## src/sv/esctr_pkg.sv

```systemverilog
`default_nettype none
package esctr_pkg;

	localparam int unsigned MAX_DUTY_BITS_DEF = 16;

	localparam logic [1:0] REQ_TICK   = 2'd0;
	localparam logic [1:0] REQ_SET    = 2'd1;
	localparam logic [1:0] REQ_STOP   = 2'd2;
	localparam logic [1:0] REQ_UNUSED = 2'd3;

	localparam logic [1:0] MODE_IDLE  = 2'd0;
	localparam logic [1:0] MODE_ACCEL = 2'd1;
	localparam logic [1:0] MODE_RUN   = 2'd2;
	localparam logic [1:0] MODE_DECEL = 2'd3;

	localparam logic [1:0] CFG_MIN_PULSE  = 2'd0;
	localparam logic [1:0] CFG_MAX_PULSE  = 2'd1;
	localparam logic [1:0] CFG_PWM_FREQ   = 2'd2;
	localparam logic [1:0] CFG_DUTY_RES   = 2'd3;

	localparam logic [15:0] MIN_PULSE_RST = 16'd1000;
	localparam logic [15:0] MAX_PULSE_RST = 16'd2000;
	localparam logic [15:0] PWM_FREQ_RST  = 16'd50;
	localparam logic [4:0]  DUTY_RES_RST  = 5'd16;
	localparam logic [15:0] RAMP_LEN_RST  = 16'd1000;

	localparam logic [13:0] FULL_THROTTLE = 14'd10000;
	localparam logic [19:0] USEC_PER_SEC  = 20'd1000000;
	localparam int unsigned DIVISOR_W     = 20;

	// floor(x / 10000) = (x * SPAN_RECIP) >> SPAN_SHIFT for x below 2^30
	localparam logic [29:0] SPAN_RECIP    = 30'd879609303;
	localparam int unsigned SPAN_SHIFT    = 43;

	typedef enum logic [3:0] {
		OP_NONE,
		OP_CAPTURE,
		OP_TICK_END,
		OP_TICK_MUL,
		OP_RAMP,
		OP_SET_NOW,
		OP_STOP_NOW,
		OP_INTERP_TAKE,
		OP_SPAN_MUL,
		OP_SPAN_RECIP,
		OP_PULSE_TAKE,
		OP_PERIOD_TAKE,
		OP_DUTY_MUL,
		OP_DUTY_TAKE,
		OP_OUT_LOAD
	} op_t;

	typedef enum logic [1:0] {
		DIV_INTERP,
		DIV_PERIOD,
		DIV_DUTY
	} div_sel_t;

	typedef struct packed {
		op_t      op;
		logic     div_start;
		div_sel_t div_sel;
	} cmd_t;

	typedef struct packed {
		logic [1:0] kind;
		logic       ramping;
		logic       tick_done;
		logic       set_ramp;
		logic       stop_ramp;
		logic       div_done;
	} status_t;

endpackage
`default_nettype wire

```

## src/sv/esctr_div.sv

```systemverilog
`default_nettype none
module esctr_div #(
	parameter int unsigned DW = 32,
	parameter int unsigned VW = 20
) (
	input  wire logic          clk,
	input  wire logic          arst_n,
	input  wire logic          start,
	input  wire logic [DW-1:0] dividend,
	input  wire logic [VW-1:0] divisor,
	output logic               done,
	output logic [DW-1:0]      quotient
);

	localparam int unsigned CW = (DW > 1) ? $clog2(DW) : 1;

	logic          busy_q;
	logic          done_q;
	logic [CW-1:0] cnt_q;
	logic [DW-1:0] quo_q;
	logic [VW-1:0] rem_q;
	logic [VW-1:0] dsr_q;
	logic [VW:0]   rem_sh;
	logic          fits;

	assign rem_sh = {rem_q, quo_q[DW-1]};
	assign fits   = rem_sh >= {1'b0, dsr_q};

	always_ff @(posedge clk or negedge arst_n) begin
		if (!arst_n) begin
			busy_q <= 1'b0;
			done_q <= 1'b0;
			cnt_q  <= '0;
		end else begin
			done_q <= 1'b0;
			if (start) begin
				busy_q <= 1'b1;
				cnt_q  <= '0;
			end else if (busy_q) begin
				if (cnt_q == CW'(DW - 1)) begin
					busy_q <= 1'b0;
					done_q <= 1'b1;
				end
				cnt_q <= cnt_q + 1'b1;
			end
		end
	end

	always_ff @(posedge clk) begin
		if (start) begin
			quo_q <= dividend;
			rem_q <= '0;
			dsr_q <= divisor;
		end else if (busy_q) begin
			if (fits) begin
				rem_q <= VW'(rem_sh - {1'b0, dsr_q});
			end else begin
				rem_q <= rem_sh[VW-1:0];
			end
			quo_q <= {quo_q[DW-2:0], fits};
		end
	end

	assign done     = done_q;
	assign quotient = quo_q;

endmodule
`default_nettype wire

```

## src/sv/esctr_dp.sv

```systemverilog
`default_nettype none
module esctr_dp #(
	parameter int unsigned MAX_DUTY_BITS = esctr_pkg::MAX_DUTY_BITS_DEF
) (
	input  wire logic              clk,
	input  wire logic              arst_n,
	input  wire esctr_pkg::cmd_t   cmd,
	output esctr_pkg::status_t     status,
	input  wire logic              cfg_we,
	input  wire logic [1:0]        cfg_index,
	input  wire logic [15:0]       cfg_data,
	input  wire logic [1:0]        req_type,
	input  wire logic [13:0]       throttle_req,
	input  wire logic              smooth,
	input  wire logic [15:0]       ramp_ms,
	output logic [1:0]             motor_state,
	output logic [13:0]            throttle_now,
	output logic [15:0]            pulse_us,
	output logic [15:0]            duty_value
);

	localparam int unsigned PDW = 16 + MAX_DUTY_BITS;
	localparam int unsigned DW  = (PDW > 31) ? PDW : 31;
	localparam int unsigned VW  = esctr_pkg::DIVISOR_W;

	logic [15:0] min_q, max_q, freq_q;
	logic [4:0]  res_q;

	logic [1:0]  kind_q;
	logic [13:0] req_q;
	logic        smooth_q;
	logic [15:0] len_q;

	logic [1:0]  mode_q;
	logic [15:0] elapsed_q;
	logic [15:0] length_q;
	logic [13:0] start_q;
	logic [13:0] goal_q;
	logic [13:0] thr_q;
	logic [15:0] pulse_q;
	logic [15:0] duty_q;

	logic [13:0]    t_q;
	logic           ovr_q;
	logic [1:0]     ovr_mode_q;
	logic [29:0]    pa_q;
	logic [29:0]    pb_q;
	logic           neg_q;
	logic [15:0]    sq_q;
	logic [15:0]    pw_q;
	logic [VW-1:0]  period_q;
	logic [PDW-1:0] pd_q;

	logic [1:0]  mode_o_q;
	logic [13:0] thr_o_q;
	logic [15:0] pulse_o_q;
	logic [15:0] duty_o_q;

	logic [15:0]              e_next;
	logic [16:0]              span;
	logic [16:0]              mag;
	logic [59:0]              span_prod;
	logic [17:0]              pw_raw;
	logic [15:0]              pw_clamped;
	logic [31:0]              bits_eff;
	logic [MAX_DUTY_BITS-1:0] top;
	logic [DW-1:0]            duty_full;
	logic [1:0]               mode_rule;
	logic [DW-1:0]            dvd;
	logic [VW-1:0]            dsr;
	logic                     div_done;
	logic [DW-1:0]            quot;

	assign e_next = (elapsed_q != 16'hFFFF) ? elapsed_q + 16'd1 : elapsed_q;

	assign span = {1'b0, max_q} - {1'b0, min_q};
	assign mag  = span[16] ? 17'd0 - span : span;

	assign span_prod = 60'(pa_q) * 60'(esctr_pkg::SPAN_RECIP);

	assign pw_raw = neg_q ? {2'b00, min_q} - {2'b00, sq_q}
		: {2'b00, min_q} + {2'b00, sq_q};

	always_comb begin
		if ($signed(pw_raw) < $signed({2'b00, min_q})) begin
			pw_clamped = min_q;
		end else if ($signed(pw_raw) > $signed({2'b00, max_q})) begin
			pw_clamped = max_q;
		end else begin
			pw_clamped = pw_raw[15:0];
		end
	end

	assign bits_eff = ({27'd0, res_q} > 32'(MAX_DUTY_BITS)) ? 32'(MAX_DUTY_BITS)
		: {27'd0, res_q};
	assign top = {MAX_DUTY_BITS{1'b1}} >> (32'(MAX_DUTY_BITS) - bits_eff);
	assign duty_full = (quot > DW'(top)) ? DW'(top) : quot;

	always_comb begin
		mode_rule = mode_q;
		if (t_q != 14'd0 && mode_q == esctr_pkg::MODE_IDLE) begin
			mode_rule = esctr_pkg::MODE_RUN;
		end else if (t_q == 14'd0 && mode_q == esctr_pkg::MODE_RUN) begin
			mode_rule = esctr_pkg::MODE_IDLE;
		end
	end

	always_comb begin
		case (cmd.div_sel)
			esctr_pkg::DIV_INTERP: begin
				dvd = DW'({1'b0, pa_q} + {1'b0, pb_q});
				dsr = VW'(length_q);
			end
			esctr_pkg::DIV_PERIOD: begin
				dvd = DW'(esctr_pkg::USEC_PER_SEC);
				dsr = (freq_q == 16'd0) ? VW'(1) : VW'(freq_q);
			end
			default: begin
				dvd = DW'(pd_q);
				dsr = period_q;
			end
		endcase
	end

	esctr_div #(
		.DW(DW),
		.VW(VW)
	) u_div (
		.clk      (clk),
		.arst_n   (arst_n),
		.start    (cmd.div_start),
		.dividend (dvd),
		.divisor  (dsr),
		.done     (div_done),
		.quotient (quot)
	);

	always_ff @(posedge clk or negedge arst_n) begin
		if (!arst_n) begin
			min_q     <= esctr_pkg::MIN_PULSE_RST;
			max_q     <= esctr_pkg::MAX_PULSE_RST;
			freq_q    <= esctr_pkg::PWM_FREQ_RST;
			res_q     <= esctr_pkg::DUTY_RES_RST;
			mode_q    <= esctr_pkg::MODE_IDLE;
			elapsed_q <= '0;
			length_q  <= esctr_pkg::RAMP_LEN_RST;
			start_q   <= '0;
			goal_q    <= '0;
			thr_q     <= '0;
			pulse_q   <= esctr_pkg::MIN_PULSE_RST;
			duty_q    <= '0;
		end else begin
			if (cfg_we) begin
				case (cfg_index)
					esctr_pkg::CFG_MIN_PULSE: min_q  <= cfg_data;
					esctr_pkg::CFG_MAX_PULSE: max_q  <= cfg_data;
					esctr_pkg::CFG_PWM_FREQ:  freq_q <= cfg_data;
					default:                  res_q  <= cfg_data[4:0];
				endcase
			end
			case (cmd.op)
				esctr_pkg::OP_TICK_END, esctr_pkg::OP_TICK_MUL: begin
					elapsed_q <= e_next;
				end
				esctr_pkg::OP_RAMP: begin
					start_q   <= thr_q;
					goal_q    <= (kind_q == esctr_pkg::REQ_SET) ? req_q : 14'd0;
					length_q  <= len_q;
					elapsed_q <= '0;
					mode_q    <= (kind_q == esctr_pkg::REQ_SET) ? esctr_pkg::MODE_ACCEL
						: esctr_pkg::MODE_DECEL;
				end
				esctr_pkg::OP_DUTY_TAKE: begin
					duty_q  <= duty_full[15:0];
					pulse_q <= pw_q;
					thr_q   <= t_q;
					mode_q  <= ovr_q ? ovr_mode_q : mode_rule;
				end
				default: begin
				end
			endcase
		end
	end

	always_ff @(posedge clk) begin
		case (cmd.op)
			esctr_pkg::OP_CAPTURE: begin
				kind_q   <= req_type;
				req_q    <= (throttle_req > esctr_pkg::FULL_THROTTLE)
					? esctr_pkg::FULL_THROTTLE : throttle_req;
				smooth_q <= smooth;
				len_q    <= ramp_ms;
			end
			esctr_pkg::OP_TICK_END: begin
				t_q        <= (mode_q == esctr_pkg::MODE_ACCEL) ? goal_q : 14'd0;
				ovr_q      <= 1'b1;
				ovr_mode_q <= (mode_q == esctr_pkg::MODE_ACCEL) ? esctr_pkg::MODE_RUN
					: esctr_pkg::MODE_IDLE;
			end
			esctr_pkg::OP_TICK_MUL: begin
				pa_q  <= 30'(start_q) * 30'(length_q - e_next);
				pb_q  <= (mode_q == esctr_pkg::MODE_ACCEL) ? 30'(goal_q) * 30'(e_next)
					: 30'd0;
				ovr_q <= 1'b0;
			end
			esctr_pkg::OP_SET_NOW: begin
				t_q   <= req_q;
				ovr_q <= 1'b0;
			end
			esctr_pkg::OP_STOP_NOW: begin
				t_q        <= '0;
				ovr_q      <= 1'b1;
				ovr_mode_q <= esctr_pkg::MODE_IDLE;
			end
			esctr_pkg::OP_INTERP_TAKE: begin
				t_q <= quot[13:0];
			end
			esctr_pkg::OP_SPAN_MUL: begin
				pa_q  <= 30'(t_q) * 30'(mag[15:0]);
				neg_q <= span[16];
			end
			esctr_pkg::OP_SPAN_RECIP: begin
				sq_q <= span_prod[esctr_pkg::SPAN_SHIFT +: 16];
			end
			esctr_pkg::OP_PULSE_TAKE: begin
				pw_q <= pw_clamped;
			end
			esctr_pkg::OP_PERIOD_TAKE: begin
				period_q <= quot[VW-1:0];
			end
			esctr_pkg::OP_DUTY_MUL: begin
				pd_q <= PDW'(pw_q) * PDW'(top);
			end
			esctr_pkg::OP_OUT_LOAD: begin
				mode_o_q  <= mode_q;
				thr_o_q   <= thr_q;
				pulse_o_q <= pulse_q;
				duty_o_q  <= duty_q;
			end
			default: begin
			end
		endcase
	end

	assign status.kind      = kind_q;
	assign status.ramping   = (mode_q == esctr_pkg::MODE_ACCEL)
		|| (mode_q == esctr_pkg::MODE_DECEL);
	assign status.tick_done = e_next >= length_q;
	assign status.set_ramp  = smooth_q && (req_q != thr_q);
	assign status.stop_ramp = smooth_q && (thr_q != 14'd0);
	assign status.div_done  = div_done;

	assign motor_state  = mode_o_q;
	assign throttle_now = thr_o_q;
	assign pulse_us     = pulse_o_q;
	assign duty_value   = duty_o_q;

endmodule
`default_nettype wire

```

## src/sv/esctr_ctrl.sv

```systemverilog
`default_nettype none
module esctr_ctrl (
	input  wire logic               clk,
	input  wire logic               arst_n,
	input  wire logic               in_valid,
	output logic                    in_stall,
	output logic                    out_valid,
	input  wire logic               out_stall,
	input  wire esctr_pkg::status_t status,
	output esctr_pkg::cmd_t         cmd
);

	typedef enum logic [3:0] {
		S_IDLE,
		S_DECODE,
		S_IDIV_GO,
		S_IDIV_WAIT,
		S_SPAN,
		S_SRECIP,
		S_PTAKE,
		S_PDIV_GO,
		S_PDIV_WAIT,
		S_DMUL,
		S_DDIV_GO,
		S_DDIV_WAIT,
		S_OUT
	} state_t;

	state_t state_q, state_nxt;
	logic   out_valid_q;
	logic   out_free;

	assign out_free = !out_valid_q || !out_stall;

	always_comb begin
		state_nxt     = state_q;
		cmd.op        = esctr_pkg::OP_NONE;
		cmd.div_start = 1'b0;
		cmd.div_sel   = esctr_pkg::DIV_INTERP;
		case (state_q)
			S_IDLE: begin
				if (in_valid) begin
					cmd.op    = esctr_pkg::OP_CAPTURE;
					state_nxt = S_DECODE;
				end
			end
			S_DECODE: begin
				state_nxt = S_OUT;
				case (status.kind)
					esctr_pkg::REQ_TICK: begin
						if (status.ramping && status.tick_done) begin
							cmd.op    = esctr_pkg::OP_TICK_END;
							state_nxt = S_SPAN;
						end else if (status.ramping) begin
							cmd.op    = esctr_pkg::OP_TICK_MUL;
							state_nxt = S_IDIV_GO;
						end
					end
					esctr_pkg::REQ_SET: begin
						if (status.set_ramp) begin
							cmd.op = esctr_pkg::OP_RAMP;
						end else begin
							cmd.op    = esctr_pkg::OP_SET_NOW;
							state_nxt = S_SPAN;
						end
					end
					esctr_pkg::REQ_STOP: begin
						if (status.stop_ramp) begin
							cmd.op = esctr_pkg::OP_RAMP;
						end else begin
							cmd.op    = esctr_pkg::OP_STOP_NOW;
							state_nxt = S_SPAN;
						end
					end
					default: begin
					end
				endcase
			end
			S_IDIV_GO: begin
				cmd.div_start = 1'b1;
				cmd.div_sel   = esctr_pkg::DIV_INTERP;
				state_nxt     = S_IDIV_WAIT;
			end
			S_IDIV_WAIT: begin
				if (status.div_done) begin
					cmd.op    = esctr_pkg::OP_INTERP_TAKE;
					state_nxt = S_SPAN;
				end
			end
			S_SPAN: begin
				cmd.op    = esctr_pkg::OP_SPAN_MUL;
				state_nxt = S_SRECIP;
			end
			S_SRECIP: begin
				cmd.op    = esctr_pkg::OP_SPAN_RECIP;
				state_nxt = S_PTAKE;
			end
			S_PTAKE: begin
				cmd.op    = esctr_pkg::OP_PULSE_TAKE;
				state_nxt = S_PDIV_GO;
			end
			S_PDIV_GO: begin
				cmd.div_start = 1'b1;
				cmd.div_sel   = esctr_pkg::DIV_PERIOD;
				state_nxt     = S_PDIV_WAIT;
			end
			S_PDIV_WAIT: begin
				if (status.div_done) begin
					cmd.op    = esctr_pkg::OP_PERIOD_TAKE;
					state_nxt = S_DMUL;
				end
			end
			S_DMUL: begin
				cmd.op    = esctr_pkg::OP_DUTY_MUL;
				state_nxt = S_DDIV_GO;
			end
			S_DDIV_GO: begin
				cmd.div_start = 1'b1;
				cmd.div_sel   = esctr_pkg::DIV_DUTY;
				state_nxt     = S_DDIV_WAIT;
			end
			S_DDIV_WAIT: begin
				cmd.div_sel = esctr_pkg::DIV_DUTY;
				if (status.div_done) begin
					cmd.op    = esctr_pkg::OP_DUTY_TAKE;
					state_nxt = S_OUT;
				end
			end
			S_OUT: begin
				if (out_free) begin
					cmd.op    = esctr_pkg::OP_OUT_LOAD;
					state_nxt = S_IDLE;
				end
			end
			default: begin
				state_nxt = S_IDLE;
			end
		endcase
	end

	always_ff @(posedge clk or negedge arst_n) begin
		if (!arst_n) begin
			state_q     <= S_IDLE;
			out_valid_q <= 1'b0;
		end else begin
			state_q <= state_nxt;
			if (state_q == S_OUT && out_free) begin
				out_valid_q <= 1'b1;
			end else if (!out_stall) begin
				out_valid_q <= 1'b0;
			end
		end
	end

	assign in_stall  = state_q != S_IDLE;
	assign out_valid = out_valid_q;

endmodule
`default_nettype wire

```

## src/sv/esc_throttle_ramp_pwm.sv

```systemverilog
// From acceptance to out_valid: an idle tick, a ramp start or an unused request goes
// from S_DECODE to S_OUT; a throttle applied at once or a ramp end adds the span,
// pulse, period-divide, duty and duty-divide steps; a ramp tick adds an interpolating
// divide first. DW = max(31, 16+MAX_DUTY_BITS) is the width of the shared bit-serial
// divider; no new request is taken until the result is loaded, and a result held by
// out_stall holds off the next one. Reset (arst_n low, asynchronous): registers to
// default config, mode idle, throttle 0, pulse 1000 us, duty 0, no result pending.
`default_nettype none
module esc_throttle_ramp_pwm #(
	parameter int unsigned MAX_DUTY_BITS = esctr_pkg::MAX_DUTY_BITS_DEF
) (
	input  wire logic        clk,
	input  wire logic        arst_n,
	input  wire logic        in_valid,
	output logic             in_stall,
	input  wire logic [1:0]  req_type,
	input  wire logic [13:0] throttle_req,
	input  wire logic        smooth,
	input  wire logic [15:0] ramp_ms,
	output logic             out_valid,
	input  wire logic        out_stall,
	output logic [1:0]       motor_state,
	output logic [13:0]      throttle_now,
	output logic [15:0]      pulse_us,
	output logic [15:0]      duty_value,
	input  wire logic        cfg_valid,
	output logic             cfg_ready,
	input  wire logic [1:0]  cfg_index,
	input  wire logic [15:0] cfg_data
);

	esctr_pkg::cmd_t    cmd;
	esctr_pkg::status_t status;

	assign cfg_ready = 1'b1;

	esctr_ctrl u_ctrl (
		.clk       (clk),
		.arst_n    (arst_n),
		.in_valid  (in_valid),
		.in_stall  (in_stall),
		.out_valid (out_valid),
		.out_stall (out_stall),
		.status    (status),
		.cmd       (cmd)
	);

	esctr_dp #(
		.MAX_DUTY_BITS(MAX_DUTY_BITS)
	) u_dp (
		.clk          (clk),
		.arst_n       (arst_n),
		.cmd          (cmd),
		.status       (status),
		.cfg_we       (cfg_valid & cfg_ready),
		.cfg_index    (cfg_index),
		.cfg_data     (cfg_data),
		.req_type     (req_type),
		.throttle_req (throttle_req),
		.smooth       (smooth),
		.ramp_ms      (ramp_ms),
		.motor_state  (motor_state),
		.throttle_now (throttle_now),
		.pulse_us     (pulse_us),
		.duty_value   (duty_value)
	);

endmodule
`default_nettype wire

```

## config.mk

```make
export PLATFORM = sky130hd
export DESIGN_NAME = esc_throttle_ramp_pwm
export DESIGN_NICKNAME = d
export VERILOG_FILES = /design/src/sv/esctr_pkg.sv /design/src/sv/esctr_div.sv /design/src/sv/esctr_dp.sv /design/src/sv/esctr_ctrl.sv /design/src/sv/esc_throttle_ramp_pwm.sv
export SDC_FILE = /design/constraint.sdc
export NUM_CORES = 2
export LEC_CHECK = 0
export ABC_AREA = 0
export BUFFER_PORTS_ARGS = -buffer_cell sky130_fd_sc_hd__buf_2
export CORE_AREA = 5 5 389 391
export CTS_BUF_LIST = sky130_fd_sc_hd__clkbuf_16
export CTS_CLUSTER_DIAMETER = 150
export CTS_CLUSTER_SIZE = 40
export DETAILED_ROUTE_END_ITERATION = 8
export DIE_AREA = 0 0 394 396
export HOLD_SLACK_MARGIN = 0.08
export PLACE_DENSITY = 0.68
export SYNTH_ARGS = -nofsm -noshare
export SYNTH_HDL_FRONTEND = slang
export SYNTH_SLANG_ARGS = --single-unit
```

## constraint.sdc

```tcl
create_clock -name clk -period 10.2 [get_ports clk]
set_clock_uncertainty 0.05 [all_clocks]
set_input_delay 2.04 -clock clk [delete_from_list [all_inputs] [get_ports clk]]
set_output_delay 2.04 -clock clk [all_outputs]
set_load 0.02 [all_outputs]
```

## Word level (Yosys, flattened, before mapping)

Index checks and enable logic that the tools add are counted.

- $add $sub $neg: 10
- Multipliers: 5
- Order comparisons: 7
- Eq/ne operators: 44
- Shift operators: 1
- Multiplexer cells: 60
- Bitwise gates (word level): 1
- Reductions and logical operators: 39

Operators with widths:

| kind | count |
|---|---|
| 16-bit 2-to-1 mux | 6 |
| 32-bit 2-to-1 mux | 2 |
| 32-bit one-hot mux with 2 select lines | 1 |
| 14-bit by 16-bit multiplier with 30-bit output | 2 |
| 30-bit one-hot mux with 2 select lines | 1 |
| 30-bit by 30-bit multiplier with 59-bit output, second input constant | 1 |
| 14-bit one-hot mux with 4 select lines | 1 |
| 4-bit 2-to-1 mux | 13 |
| 4-bit one-hot mux with 13 select lines | 1 |
| 16-bit by 16-bit subtractor with 17-bit output | 3 |
| 4-bit equality test, second input constant | 12 |
| 20-bit one-hot mux with 2 select lines | 1 |
| 4-bit one-hot mux with 10 select lines | 1 |
| 4-bit by 3-bit equality test with 1-bit output, second input constant | 8 |
| 32-bit by 16-bit greater-than comparator with 1-bit output | 1 |
| 16-bit by 16-bit multiplier with 32-bit output | 1 |
| 16-bit one-hot mux with 2 select lines | 1 |
| 16-bit by 32-bit right shift with 16-bit output, first input constant | 1 |
| 5-bit by 32-bit subtractor with 32-bit output, first input constant | 1 |
| 30-bit by 30-bit adder with 31-bit output | 1 |
| 14-bit by 30-bit multiplier with 30-bit output | 1 |
| 14-bit 2-to-1 mux | 2 |
| 14-bit nonzero test | 2 |
| 4-bit one-hot mux with 3 select lines | 2 |
| 43 further kinds | 101 |

- Register bits after elaboration: 488
- Bits of input ports: 56
- Output and inout port bits: 51
- Logic and storage cells: 205

## Logic depth before layout (Yosys ltp)

- Word-level depth: 10
- Depth in mapped cells: 42

## Hierarchy

A second synthesis with hierarchy kept.

- Cells, all modules: 7696
- Area, all modules: 74106.1 um^2

By module, submodules not included:

| module | times used | cells an instance | area an instance (um^2) | seq. area each (um^2) |
|---|---|---|---|---|
| esctr_dp | 1 | 7210 | 69053.7 | 11330.9 |
| esctr_div | 1 | 400 | 4413.0 | 2137.0 |
| esctr_ctrl | 1 | 84 | 628.1 | 125.1 |
| esc_throttle_ramp_pwm | 1 | 2 | 11.3 | 0.0 |

## Worst setup path before layout

Ideal clock, no wire load.

- Path kind: register to register
- Start: register u_dp.elapsed_q[3]
- End: register u_dp.pa_q[29], data pin
- Arrival: 10150 ps
- Data required time: 9894 ps
- Setup slack: -256 ps
- Stages on the path, launching flop included: 39
- Period minus slack after synthesis: 10456 ps
- Cells stage by stage: dfrtp_1 -> clkbuf_1 -> and4_1 -> nand4_1 -> or2_2 -> clkbuf_1 -> nor3_1 -> nor2_1 -> nand3_1 -> xnor2_1 -> clkbuf_1 -> inv_1 -> ha_1 -> a21o_1 -> a21oi_1 -> nor2b_1 -> o41a_1 -> o41ai_1 -> [... 3 more ...] -> clkbuf_1 -> nand2_1 -> fa_1 -> inv_1 -> fa_1 -> fa_1 -> fa_1 -> fa_1 -> fa_1 -> ha_1 -> nand4_1 -> or2_2 -> o211ai_1 -> o211ai_1 -> a211oi_1 -> o21ai_0 -> or3_1 -> and4_1

- Cells in the longest elaborated chain, start to end: 9
- Elaborated cells between the ends (all ways): 13
- Those cells by class: 2 x add/sub; 1 x mul; 1 x order compare; 3 x eq/ne; 5 x mux; 1 x reduce/logical

Ends and longest elaborated chain:

| element | RTL line | text |
|---|---|---|
| start, declared | esctr_dp.sv:35 | `logic [15:0] elapsed_q;` |
| start signal, assigned | esctr_dp.sv:163 | `elapsed_q <= e_next;` |
| 16-bit by 1-bit adder with 16-bit output / 16-bit inequality test (equally long branches) | esctr_dp.sv:74 | `assign e_next = (elapsed_q != 16'hFFFF) ? elapsed_q + 16'd1 : elapsed_q;` |
| 16-bit 2-to-1 mux * | esctr_dp.sv:74 |  |
| parallel branches: the longest is 6 deep, another holds 14-bit by 30-bit multiplier with 30-bit output | -- |  |
| 30-bit one-hot mux with 2 select lines * | esctr_dp.sv:186 | `case (cmd.op)` |
| end signal, assigned | esctr_dp.sv:201 | `pa_q <= 30'(start_q) * 30'(length_q - e_next);` |
| end signal, assigned | esctr_dp.sv:219 | `pa_q <= 30'(t_q) * 30'(mag[15:0]);` |
| end, declared | esctr_dp.sv:46 | `logic [29:0] pa_q;` |

Mark *: on every way between the ends.
A chain may end at the register's enable or synchronous reset.

## Worst setup path in the final report

- Start: register u_dp.elapsed_q[5]
- End: register u_dp.pa_q[29], data pin

The elaborated chain is that of the path after synthesis.

==> results.py <==
metrics = {
    "critical_path": {
        "crit_type": "reg2reg",
        "crit_required_ns": 10.55,
        "ff2ff_setup_slack_ns": 0.37,
        "cp.arrival_ns": 10.19,
        "critPathMaxFanout": 7,
        "cpMostUsedCell": "sky130_fd_sc_hd__fa_1",
        "cp_slowest_stage_delay_ns": 0.59,
        "critical-path-slowest-cell": "sky130_fd_sc_hd__fa_1",
        "endpoint_kind": "register",
        "worstSetupStartpointType": "register",
    },
    "die": {
        "die_width_um": 394,
        "core.rowCount": 141,
        "io-pin-count": 107,
        "die_h_um": 396,
        "initial_core_util_pct": 49.68,
        "fp.dieArea_mm2": 0.1560,
        "core_mm2": 0.1471,
    },
    "global_route": {
        "use_met3_pct": 4.658,
        "pin_count_of_the_biggest_net_entering_global_routing": 67,
        "gr-usage-met1_pct": 36.47,
        "grt_pass1_wl_mm": 327.8,
        "remaining_overflow_grt": 0,
        "first_global_vias": 56460,
        "grt_most_used_layer": "met2",
        "grt.total_usage_pct": 26.86,
        "antenna_found_initial": 9,
        "use_met2_pct": 43.28,
    },
    "timing": {
        "final_hold_viol_count": 0,
        "report.final.slew_viol_count": 0,
        "rsz0062_at_grt": "true",
        "hold_slack_ns": 0.4018,
        "highest_clock_rate_mhz": 101.7,
        "share_of_the_clock_period_used_by_the_worst_path_after_layout_pct": 96.42,
        "slew_headroom_pct": 15.82,
        "final.min_clock_period_ns": 9.835,
        "worstMarginPinSlew_ns": 1.250,
        "setup_viols_final": 0,
    },
    "synthesis": {
        "synth_sequential_area_ratio_pct": 18.60,
        "synthesized_area_mm2": 0.07310,
        "ys_ff_latch": 487,
        "netlist_instances": 7665,
        "yosysWarnings": 0,
        "asyncSetResetFlopFracSynth_pct": 35.52,
        "synth_top_cell_area_share_pct": 31.36,
        "netlist-cell-type-count": 82,
        "syn-num-nets": 9732,
        "netlist.top_cell.by_area": "sky130_fd_sc_hd__fa_1",
        "synth_top_cells_by_area": "sky130_fd_sc_hd__fa_1, sky130_fd_sc_hd__ha_1, sky130_fd_sc_hd__edfxtp_1",
        "post_synth_edffs": 294,
        "ys.flop_type": "sky130_fd_sc_hd__edfxtp_1",
        "avgSynthCellArea_um2": 9.537,
    },
    "finish": {
        "filler_cell_count": 13470,
        "nNetsFinal": 9748,
        "layout-area-overhead-vs-synth_pct": 5.356,
        "drive_above_1_share_pct": 5.421,
        "layout.cell_area.non_filler_mm2": 0.07701,
    },
    "route": {
        "initialDrtViolationCount": 4208,
        "routed_vias": 53850,
        "routed_wl_mm": 208.5,
        "drc": 0,
        "vias_per_cell": 5.595,
        "dr.pass1.iters": 7,
        "route.antenna.remaining_nets": 0,
        "routedWlPerCell_um": 21.66,
    },
    "clocking": {
        "worst_skew_late_latency_ns": 0.65,
        "cts_tree": "yes",
        "cts-buffers-inserted": 18,
        "clk_transition_reported_paths_ns": 0.14,
        "cts.path.max_buffers": 3,
        "clock-root-buffer": "sky130_fd_sc_hd__clkbuf_16",
        "clock_tree.htree_level_count": 1,
        "numClockSinks": 487,
    },
    "flow_run": {
        "drv_cap": 0,
    },
    "place": {
        "place.gp.congestion": 0.9814,
        "placed_area_mm2": 0.07626,
        "place.port_buffers": 105,
        "dp.final_hpwl_mm": 171.9,
    },
    "min_path": {
        "min-delay-path-class": "reg2reg",
    },
    "outcome": {
        "status": "completed",
    },
}
[cell usage in the layout (no fill, tap or decap), drive strengths merged, types with 14 or more instances in the layout]
cell	Yosys	final
a31oi	18	18
a221oi	18	18
a211oi	31	31
dfstp	28	28
o31ai	18	18
clkbuf	237	20
nor3	64	64
o21bai	40	40
nand2b	54	54
fa	1145	1145
and2	335	335
inv	1617	1623
xnor2	173	173
o21ai	208	208
edfxtp	294	294
nor2b	57	57
and3	48	48
nand2	988	988
nand4	40	40
xor2	91	91
mux2i	78	78
buf	27	259
o211ai	20	20
a22oi	29	29
a21oi	221	221
o21a	48	48
ha	866	866
dfrtp	145	145
nand3	69	69
a2111oi	14	14
a21o	101	101
dfxtp	20	20
o22ai	21	21
mux2	42	42
nor2	279	279
nor4	21	21
or3	15	15
[critical path, delay by kind of cell (launching register included)]
| kind | cells | cell delay, ns |
|---|---|---|
| fa+ha+maj | 8 | 3.78 |
| simple gates | 11 | 2.59 |
| compound gates | 10 | 2.26 |
| flops | 1 | 0.43 |
| xor+xnor | 2 | 0.37 |
| buf+inv | 2 | 0.13 |
[cell families (layout without fill, tap and decap cells)]
logic type      after synthesis  in the layout  synth area share (%)
fa+ha+maj                  2011           2011                 46.18
compound gates              882            882                 7.816
buf+inv                    1881           1909                 9.685
xor+xnor                    264            264                 3.173
simple gates               2019           2019                 12.83
flops                       487            487                 18.60
other cells                   1              4              0.005130
mux                         120            120                 1.715
[layout make-up]
class / count / area [um^2] / area share [%]
Inverter: 1617 / 6070 / 7.881
Clock buffer: 19 / 475.5 / 0.6174
Sequential cell: 487 / 13590 / 17.65
Antenna cell: 3 / 7.507 / 0.009748
Clock inverter: 13 / 156.4 / 0.2031
Multi-Input combinational cell: 5297 / 52600 / 68.30
Tap cell: 1930 / 2415 / 3.136
Timing Repair Buffer: 260 / 1698 / 2.205
[synthesized netlist by cell type, drive strengths merged (91+ instances only)]
| master | count |
|---|---|
| ha | 866 |
| xnor2 | 173 |
| and2 | 335 |
| nor2 | 279 |
| inv | 1617 |
| dfrtp | 145 |
| clkbuf | 237 |
| a21o | 101 |
| a21oi | 221 |
| xor2 | 91 |
| fa | 1145 |
| o21ai | 208 |
| edfxtp | 294 |
| nand2 | 988 |
[per-layer routing]
layer  vias to the layer above  share of wire (%)
li1                      24200                  -
met1                     27060                 41
met2                      2143                 45
met3                       449                8.4
met4                        10                4.9
met5                         -              0.036
[worst paths after layout]
path	start	to	depth (start not counted)
setup / recovery	u_dp.elapsed_q[5]	u_dp.pa_q[29]	33
hold / removal	u_dp.duty_q[8]	u_dp.duty_value[8]	0
setup reg to reg	u_dp.elapsed_q[5]	u_dp.pa_q[29]	33
hold reg to reg	u_dp.duty_q[8]	u_dp.duty_value[8]	0
max in group asynchronous	arst_n	u_dp.start_q[3]	2
min in group asynchronous	arst_n	u_dp.duty_q[5]	1
[sequential cells by signal (all words and copies together), names as in the netlist, 16 cells and up]
register / count
u_dp.u_div.dsr_q: 20
u_dp.length_q: 16
u_dp.pa_q: 30
u_dp.pd_q: 32
u_dp.sq_q: 16
u_dp.elapsed_q: 16
u_dp.u_div.rem_q: 20
u_dp.duty_value: 16
u_dp.pb_q: 30
u_dp.pulse_us: 16
u_dp.pw_q: 16
u_dp.u_div.quotient: 32
u_dp.duty_q: 16
u_dp.pulse_q: 16
u_dp.min_q: 16
u_dp.len_q: 16
u_dp.period_q: 20
u_dp.freq_q: 16
u_dp.max_q: 16
[repair_timing]
item                       4_1_cts  5_1_grt
pin swaps                        0        3
resized for setup                3       18
buffers inserted                 0        3
setup endpoints to repair        3        6
hold buffers                     0        0
[per-stage QoR]
step                      worst slack (ns)  setup TNS [ns]  utilization (%)  std cells
after detailed placement           -0.1604         -0.3032            51.83       9588
after floorplan                    0.03207               0                -       7665
after global placement            -0.06941         -0.1171            51.83       9588
after global routing              -0.07452        -0.07452            52.34       9623
after CTS                          0.06919               0            52.27       9620
final                               0.3655               0            52.34       9626
Power is not shown: default switching activity piles up to over one toggle a cycle in this logic, so the estimate is an artifact.
